$ cat src/hw/rtl/mrw_pkg.sv
package mrw_pkg;

  // field widths
  localparam int unsigned SampleWidth = 16;
  localparam int unsigned DacWidth    = 12;
  localparam int unsigned CfgIdxWidth = 2;
  localparam int unsigned CfgWidth    = 32;
  localparam int unsigned FracWidth   = 24;

  // register indexes
  localparam logic [CfgIdxWidth-1:0] REG_AMBIENT_INCREMENT = 2'd0;
  localparam logic [CfgIdxWidth-1:0] REG_INNOVATION_GAIN   = 2'd1;
  localparam logic [CfgIdxWidth-1:0] REG_TARGET_SPREAD     = 2'd2;

  // direction tag of the carried fraction
  localparam logic [1:0] DIR_NONE = 2'd0;
  localparam logic [1:0] DIR_POS  = 2'd1;
  localparam logic [1:0] DIR_NEG  = 2'd3;

  // sequencer states
  typedef enum logic [2:0] {
    ST_IDLE,
    ST_MUL_REV,
    ST_MUL_GAIN,
    ST_MUL_SPREAD,
    ST_FINISH
  } state_t;

endpackage

$ cat src/hw/rtl/mrw_channels.sv
// sample request channel
interface mrw_sample_if;
  logic               valid;
  logic               ready;
  logic signed [15:0] random_sample;

  modport source (output valid, output random_sample, input ready);
  modport sink (input valid, input random_sample, output ready);
endinterface

// result request channel
interface mrw_result_if;
  logic               valid;
  logic               ready;
  logic [11:0]        dac_value;
  logic signed [15:0] walk_value;

  modport source (output valid, output dac_value, output walk_value, input ready);
  modport sink (input valid, input dac_value, input walk_value, output ready);
endinterface

$ cat src/hw/rtl/mean_reverting_random_walk.sv
// Mean-reverting random walk, one result per random sample.
//
// Channels: sample_ch (sink) takes one signed Q1.15 random sample per request;
// result_ch (source) returns the new walk value and its 12-bit DAC code.
// cfg_wr_en/cfg_index/cfg_data write ambient_increment (0), innovation_gain (1)
// and target_spread (2); other indexes are ignored. Write only while idle.
//
// Timing: a sample is accepted in the idle state, then the shared 18x26
// multiplier is used three times (level times alpha, sample times gain,
// scaled sample times spread) and a final step saturates and adds. The
// result is registered as FINISH completes, after MUL_REV, MUL_GAIN and
// MUL_SPREAD; sample_ch.ready is high only while the sequencer is idle.
//
// Stall: the result sits in an output register; the next sample is accepted
// while it waits, but that sample's final step holds until the register frees.
//
// Reset: the walk level, the carried fraction and its direction clear, the
// registers take their reset values and no result is pending.
module mean_reverting_random_walk (
  input  logic                              clk,
  input  logic                              rst,
  input  logic                              cfg_wr_en,
  input  logic [mrw_pkg::CfgIdxWidth-1:0]   cfg_index,
  input  logic [mrw_pkg::CfgWidth-1:0]      cfg_data,
  mrw_sample_if.sink                        sample_ch,
  mrw_result_if.source                      result_ch
);
  import mrw_pkg::*;

  // configuration registers
  logic [31:0] ambient_increment;
  logic [15:0] innovation_gain;
  logic [15:0] target_spread;

  // walk state
  logic signed [15:0]   walk_level;
  logic [FracWidth-1:0] fraction_carry;
  logic [1:0]           carry_sign;

  // sequencer and datapath registers
  state_t             state;
  state_t             state_next;
  logic signed [15:0] sample;
  logic signed [43:0] prod;
  logic signed [15:0] level_rev;

  // output register
  logic               out_valid;
  logic [11:0]        out_dac;
  logic signed [15:0] out_walk;

  // shared multiplier operands
  logic signed [17:0] mul_a;
  logic signed [25:0] mul_b;
  logic signed [43:0] mul_p;

  // reversion datapath
  logic [32:0]          alpha_sum;
  logic [24:0]          alpha;
  logic [16:0]          mag;
  logic [1:0]           dir;
  logic [FracWidth-1:0] frac_eff;
  logic [40:0]          wsum;
  logic [16:0]          move;
  logic [16:0]          rem;

  // final step
  logic signed [15:0] inno;
  logic signed [16:0] level_sum;
  logic signed [15:0] level_new;
  logic               out_free;
  logic               finish_go;

  function automatic logic signed [15:0] sat16_29(input logic signed [28:0] x);
    if (x < -29'sd32768) begin
      return -16'sd32768;
    end else if (x > 29'sd32767) begin
      return 16'sd32767;
    end
    return x[15:0];
  endfunction

  function automatic logic signed [15:0] sat16_17(input logic signed [16:0] x);
    if (x < -17'sd32768) begin
      return -16'sd32768;
    end else if (x > 17'sd32767) begin
      return 16'sd32767;
    end
    return x[15:0];
  endfunction

  // alpha from the ambient increment, at least one
  assign alpha_sum = {1'b0, ambient_increment} + 33'd128;
  always_comb begin
    alpha = alpha_sum[32:8];
    if (alpha == 25'd0) begin
      alpha = 25'd1;
    end
  end

  // magnitude and direction of the stored level
  assign mag = walk_level[15] ? (17'd0 - {walk_level[15], walk_level})
                              : {1'b0, walk_level};
  assign dir = walk_level[15] ? DIR_NEG : DIR_POS;
  assign frac_eff = (carry_sign == dir) ? fraction_carry : '0;

  // shrink the magnitude by the integer part of level times alpha plus the carried fraction
  assign wsum = prod[40:0] + {17'd0, frac_eff};
  assign move = wsum[40:24];
  assign rem  = (move >= mag) ? 17'd0 : (mag - move);

  // shared multiplier operand select
  always_comb begin
    case (state)
      ST_MUL_REV: begin
        mul_a = {1'b0, mag};
        mul_b = {1'b0, alpha};
      end
      ST_MUL_GAIN: begin
        mul_a = {{2{sample[15]}}, sample};
        mul_b = {10'd0, innovation_gain};
      end
      ST_MUL_SPREAD: begin
        mul_a = {prod[31], prod[31:15]};
        mul_b = {10'd0, target_spread};
      end
      default: begin
        mul_a = '0;
        mul_b = '0;
      end
    endcase
  end
  assign mul_p = mul_a * mul_b;

  // innovation add with saturation
  assign inno      = sat16_29(prod[43:15]);
  assign level_sum = {level_rev[15], level_rev} + {inno[15], inno};
  assign level_new = sat16_17(level_sum);

  assign out_free  = !out_valid || result_ch.ready;
  assign finish_go = (state == ST_FINISH) && out_free;

  // sequencer state register
  always_ff @(posedge clk) begin
    if (rst) begin
      state <= ST_IDLE;
    end else begin
      state <= state_next;
    end
  end

  // next state
  always_comb begin
    state_next = state;
    case (state)
      ST_IDLE: begin
        if (sample_ch.valid) begin
          state_next = ST_MUL_REV;
        end
      end
      ST_MUL_REV:    state_next = ST_MUL_GAIN;
      ST_MUL_GAIN:   state_next = ST_MUL_SPREAD;
      ST_MUL_SPREAD: state_next = ST_FINISH;
      ST_FINISH: begin
        if (out_free) begin
          state_next = ST_IDLE;
        end
      end
      default: state_next = ST_IDLE;
    endcase
  end

  assign sample_ch.ready = (state == ST_IDLE);

  // configuration writes
  always_ff @(posedge clk) begin
    if (rst) begin
      ambient_increment <= '0;
      innovation_gain   <= 16'd32768;
      target_spread     <= '0;
    end else if (cfg_wr_en) begin
      case (cfg_index)
        REG_AMBIENT_INCREMENT: ambient_increment <= cfg_data;
        REG_INNOVATION_GAIN:   innovation_gain   <= cfg_data[15:0];
        REG_TARGET_SPREAD:     target_spread     <= cfg_data[15:0];
        default: ;
      endcase
    end
  end

  // datapath registers
  always_ff @(posedge clk) begin
    if (sample_ch.valid && sample_ch.ready) begin
      sample <= sample_ch.random_sample;
    end
    if (state == ST_MUL_REV || state == ST_MUL_GAIN || state == ST_MUL_SPREAD) begin
      prod <= mul_p;
    end
  end

  // reversion result and walk state
  always_ff @(posedge clk) begin
    if (rst) begin
      walk_level     <= '0;
      fraction_carry <= '0;
      carry_sign     <= DIR_NONE;
      level_rev      <= '0;
    end else begin
      if (state == ST_MUL_GAIN) begin
        if (walk_level == 16'sd0 || rem == 17'd0) begin
          fraction_carry <= '0;
          carry_sign     <= DIR_NONE;
          level_rev      <= '0;
        end else begin
          fraction_carry <= wsum[23:0];
          carry_sign     <= dir;
          level_rev      <= (dir == DIR_POS) ? rem[15:0] : (16'd0 - rem[15:0]);
        end
      end
      if (finish_go) begin
        walk_level <= level_new;
      end
    end
  end

  // output register
  always_ff @(posedge clk) begin
    if (rst) begin
      out_valid <= 1'b0;
    end else if (finish_go) begin
      out_valid <= 1'b1;
    end else if (result_ch.ready) begin
      out_valid <= 1'b0;
    end
  end

  always_ff @(posedge clk) begin
    if (finish_go) begin
      out_walk <= level_new;
      out_dac  <= {~level_new[15], level_new[14:4]};
    end
  end

  assign result_ch.valid      = out_valid;
  assign result_ch.dac_value  = out_dac;
  assign result_ch.walk_value = out_walk;

endmodule

$ cat src/flat_wrapper.sv
// flat-port wrapper written by rule: the top's interface ports become plain ports
module mean_reverting_random_walk_flat import mrw_pkg::*;
  (clk, rst, cfg_wr_en, cfg_index, cfg_data, sample_ch_valid, sample_ch_random_sample, sample_ch_ready, result_ch_valid, result_ch_dac_value, result_ch_walk_value, result_ch_ready);
  mrw_sample_if sample_ch_i ();
  mrw_result_if result_ch_i ();
  input  logic clk;
  input  logic rst;
  input  logic cfg_wr_en;
  input  logic [mrw_pkg::CfgIdxWidth-1:0] cfg_index;
  input  logic [mrw_pkg::CfgWidth-1:0] cfg_data;
  input wire logic [$bits(sample_ch_i.valid)-1:0] sample_ch_valid;
  input wire logic [$bits(sample_ch_i.random_sample)-1:0] sample_ch_random_sample;
  output wire logic [$bits(sample_ch_i.ready)-1:0] sample_ch_ready;
  output wire logic [$bits(result_ch_i.valid)-1:0] result_ch_valid;
  output wire logic [$bits(result_ch_i.dac_value)-1:0] result_ch_dac_value;
  output wire logic [$bits(result_ch_i.walk_value)-1:0] result_ch_walk_value;
  input wire logic [$bits(result_ch_i.ready)-1:0] result_ch_ready;
  assign sample_ch_i.valid = sample_ch_valid;
  assign sample_ch_i.random_sample = sample_ch_random_sample;
  assign sample_ch_ready = sample_ch_i.ready;
  assign result_ch_valid = result_ch_i.valid;
  assign result_ch_dac_value = result_ch_i.dac_value;
  assign result_ch_walk_value = result_ch_i.walk_value;
  assign result_ch_i.ready = result_ch_ready;
  mean_reverting_random_walk u_core (.clk(clk), .rst(rst), .cfg_wr_en(cfg_wr_en), .cfg_index(cfg_index), .cfg_data(cfg_data), .sample_ch(sample_ch_i), .result_ch(result_ch_i));
endmodule
$ cat config.mk
export PLATFORM = sky130hd
export DESIGN_NAME = mean_reverting_random_walk_flat
export DESIGN_NICKNAME = d
export VERILOG_FILES = /design/src/hw/rtl/mrw_pkg.sv /design/src/hw/rtl/mrw_channels.sv /design/src/hw/rtl/mean_reverting_random_walk.sv /design/src/flat_wrapper.sv
export SDC_FILE = /design/constraint.sdc
export NUM_CORES = 2
export LEC_CHECK = 0
export BUFFER_PORTS_ARGS = -buffer_cell sky130_fd_sc_hd__buf_2
export CELL_PAD_IN_SITES_DETAIL_PLACEMENT = 1
export CELL_PAD_IN_SITES_GLOBAL_PLACEMENT = 2
export CORE_MARGIN = 3
export CORE_UTILIZATION = 25
export CTS_BUF_LIST = sky130_fd_sc_hd__clkbuf_4 sky130_fd_sc_hd__clkbuf_8 sky130_fd_sc_hd__clkbuf_16
export DETAILED_ROUTE_END_ITERATION = 12
export PLACE_DENSITY = 0.55
export SYNTH_ARGS = -nofsm -noshare
export SYNTH_HDL_FRONTEND = slang
export SYNTH_SLANG_ARGS = --single-unit
$ cat constraint.sdc
create_clock -name clk -period 9.6 [get_ports clk]
set_input_delay 0.48 -clock clk [delete_from_list [all_inputs] [get_ports clk]]
set_output_delay 0.48 -clock clk [all_outputs]
set_load 0.02 [all_outputs]
==> results <==
- The flow ran to the end, and the final reports show no timing, DRC or antenna violations.
- Input and output buffers added on the ports amount to 84.
- The sort of element at the start of the critical path is a register.
- The CTS tree is done.
- Cells fill 28.3% of the core in the end.
- The number of nets in the layout is 3,887.
- The path length in cells of the critical path is 28.
- The remaining global-route overflow is 0.
- Wire segments on met2 add up to 51.1 mm in the final route.
- Clock-pin slew was measured on the worst setup and hold paths at 0.09 ns.
- STA classifies the critical path endpoint as a register.
- The worst voltage drop across the vdd grid is 0.109 mV.
- The uppermost layer routed is met5.
- The number of global-route vias before repair was 24,100.
- The number of antenna violations at the first check in global routing is 7.
- After legalization and detailed placement, the total HPWL measured 89.6 mm.
- By startpoint and endpoint, the worst setup path is classified as register to register.
- The met3 wire length is 3.21 mm.
- The clock network is responsible for 28.6% of the overall power.
- In this run the power density over the cells is 88.0 nW/um2.
- The portion of synthesized cell area occupied by the leading cell type is 27.7%.
- The number of violations of the max-capacitance limit is 0.
- Measured in cells, the most critical reg-to-reg path has a length of 28.
- In this run switching power makes up 40.5% of total power.
- The most numerous cell on the critical path is sky130_fd_sc_hd__fa_1.
- Counting tap cells, the placed design contains a total of 4,625 instances.
- The final number of setup-violating endpoints is 0.
- Between clock sinks in the finished design, the worst skew comes to 0.0298 ns.
- The sequential-to-total area share from yosys stat is 17.5%.
- The routed length per placed instance is 22.9 um.
- For this block, wires on met1 add up to 49.8 mm.
- The worst min-delay path class is input port to register.
- The area growth from synthesis to layout is 11.7%.
- The worst path in the final design needs a cycle of 9.23 ns, including I/O delays and setup.
- The final critical path takes up 96.1% of the cycle.
- The actual slew at the worst max-slew pin is 1.18 ns.
- The fraction of synthesis flops using an asynchronous set or reset pin is 0%.
- The number of hold violations in the final report is 0.
- Dividing the detail-routed via count by the number of cells gives 4.78.
- The count of final max-slew check failures was 0.
- On the critical path the largest part of the delay comes from adder cells.
- Across all layers, the routed design uses 22,300 vias.
- The count of H-tree levels built during CTS is 4.
- The number of instances on the worst hold path is 1.
- Headroom to the max-slew limit came out at 21.0%.
- The internal power contribution is 1570 uW.
- The dominant cell type by area after synthesis is sky130_fd_sc_hd__fa_1.
- The die is 334 um wide.
- No sink is reached through more buffers than the 2 on the longest clock path.
- In this run, the number of DRC markers left after iteration 0 of detailed routing was 1,095.
- For this run, the total global-route usage over all layers was measured as 19.3%.
- The biggest cell delay along the critical path is 0.59 ns.
- The data required time at the worst endpoint is 9.84 ns.
- For this block, the routed nets add up to 107 mm of wire.
- The standard cell core area is 106,000 um2.
- The most frequently used flop master after synthesis is sky130_fd_sc_hd__dfxtp_1.
- The sequential cell fraction of total power is 38.4%.
- Together, buffers and inverters on the worst path number 3.
- The clock insertion delay at the later pin of the skew report is 0.51 ns.
- Once the floorplan was initialized, standard cells occupied 25.3% of the core.
- Of all nets on the critical path, the largest fanout is 4.
- The critical-path cell with the highest stage delay is sky130_fd_sc_hd__or4_1.
- Static timing analysis puts the maximum clock frequency at 108 MHz.
- The tree is rooted in a sky130_fd_sc_hd__clkbuf_16.
- The number of nets with antenna violations after routing is 0.
- Sorting the synthesized cells by area gives the leading types as sky130_fd_sc_hd__fa_1 28%, sky130_fd_sc_hd__ha_1 9.7%, sky130_fd_sc_hd__dfxtp_1 8.9%.
- Of the cells placed in the final design, the portion with a size suffix greater than 1 is 9.18%.
- The finished layout holds 4,659 standard cells, fillers aside.
- Buffers inserted during clock tree synthesis total 17.
- The wire length of the first global-routing pass is 160 mm.
- Combinational logic burns 33.0% of the power.
- The arrival time at the worst endpoint is 9.47 ns.
- Counting flops and latches in the post-synthesis netlist gives 196.
- The tree built by TritonCTS fans out to 196 sinks.
- Each instance of the synthesized netlist takes up on average 8.42 um2.
- Summed over all cells, the static leakage comes to 0.0135 uW.
- The worst hold slack across all endpoints is 0.149 ns.
- The mapped netlist covers 26,800 um2.
- The switching component of the power is 1070 uW.
- The final routed DRC violation total is 0.
- Buffers inserted to repair hold after CTS numbered 0.
- Routability-driven placement finished with a final weighted congestion of 0.862.
- The number of enable flip-flop cells after synthesis is 77.
- Synthesis produced a netlist whose cell count is 3,186.
- During I/O placement, the number of pins put on the boundary was 85.
- The Yosys step of the flow raised 0 warnings.
- The total iterations of the first detailed-routing run is 4.
- The height of the die is 334 um.
- The floorplan has 119 rows.
- The count of distinct cell types in the synthesized netlist is 82.
- The largest net degree at the start of global routing is 59.
- The die covers 111,000 um2.
## cell type report
type                       instances  area [um2]
inverter                         513        1930
sequential                       196        4700
tap                             1391        1740
multi-input combinational       2324       19700
antenna                            1        2.50
clock inverter                    14         156
fill                           12400       75900
clock buffer                      18         439
timing repair buffer             202        1340
## power groups by stage
stage	combinational, uW	sequential [uW]	clock, uW
floorplan	543	972	0
CTS	873	1010	789
detailed placement	867	1030	0
global route	959	1020	819
finish	871	1010	755
global placement	858	1030	0
## sequential cells by signal, indices dropped and copies added (netlist names)
| signal | count |
|---|---|
| u_core.ambient_increment | 25 |
| u_core.level_rev | 16 |
| u_core.state | 3 |
| u_core.fraction_carry | 24 |
| u_core.innovation_gain | 16 |
| u_core.target_spread | 16 |
| u_core.prod | 44 |
| u_core.result_ch.valid | 1 |
| u_core.result_ch.dac_value | 1 |
| u_core.carry_sign | 2 |
| u_core.walk_level | 16 |
| u_core.sample | 16 |
| u_core.result_ch.walk_value | 16 |
## layout by cell type, fill, tap and decap left out, drive strengths merged, types with 51 or more instances in the layout
master	instances
a21o	53
dfxtp	119
buf	202
edfxtp	77
a21oi	160
nor2	278
nand2	503
inv	518
xnor2	106
fa	371
a22oi	68
o21ai	83
nor3	51
ha	207
## cells by family (layout without fill, tap and decap cells)
family | count (synthesis) | count (layout) | synth area share [%]
and+or+nand+nor | 1056 | 1056 | 17.3
adders and majority gates | 585 | 585 | 37.6
buffers and inverters | 674 | 747 | 9.88
DFF | 196 | 196 | 17.5
AOI/OAI and AO/OA | 512 | 512 | 12.4
muxes | 6 | 6 | 0.238
xor gates and xnor gates | 155 | 155 | 5.06
other | 2 | 11 | 0.0280
## cells in the mapped netlist, types with 67 or more instances
cell type and instances:
sky130_fd_sc_hd__nand2_1 503, sky130_fd_sc_hd__edfxtp_1 77, sky130_fd_sc_hd__o21ai_0 67, sky130_fd_sc_hd__a22oi_1 67
sky130_fd_sc_hd__a21oi_1 159, sky130_fd_sc_hd__fa_1 371, sky130_fd_sc_hd__xnor2_1 106, sky130_fd_sc_hd__ha_1 207
sky130_fd_sc_hd__dfxtp_1 119, sky130_fd_sc_hd__clkbuf_1 101, sky130_fd_sc_hd__nor2_1 276, sky130_fd_sc_hd__inv_1 512
## worst reg2reg max path: cells and delay by family (launching register included)
family                   cells  cell delay, ns
buffers and inverters        3            0.15
multiplexers                 1            0.23
XOR/XNOR                     1            0.10
flip-flops                   1            0.36
AO/OA/AOI/OAI               10            2.66
AND/OR/NAND/NOR              6            1.93
adder cells (fa/ha/maj)      7            3.53
## metal layers
metal	global-route usage, %	up-vias
met5	0	-
met4	4.69	2
met3	2.45	88
met2	32.9	335
met1	26.0	11500
li1	-	10300
## worst paths after layout
kind | startpoint | to | slack (ns)
setup / recovery | u_core.walk_level[0] | u_core.prod[38] | 0.37
hold / removal | sample_ch_random_sample[11] | u_core.sample[11] | 0.15
setup reg to reg | u_core.walk_level[0] | u_core.prod[38] | 0.37
hold reg to reg | u_core.state[2] | u_core.state[1] | 0.46
## metrics by stage
stage / setup TNS [ns] / cell area, um2 / total power (uW) / worst slack (ns)
floorplan: 0 / 26900 / 1510 / 0.903
global placement: 0 / 29300 / 1890 / 0.214
detailed placement: 0 / 29300 / 1900 / 0.0884
CTS: 0 / 29800 / 2670 / 0.0581
global route: -0.0269 / 30000 / 2790 / -0.0269
finish: 0 / 30000 / 2640 / 0.371
## repair_timing
action | 4_1_cts | 5_1_grt
hold endpoints to repair | 0 | 0
endpoints found under the setup margin | 0 | 16
resized for setup | 0 | 30
buffers inserted | 0 | 1
(Power assumes the default switching activity.)
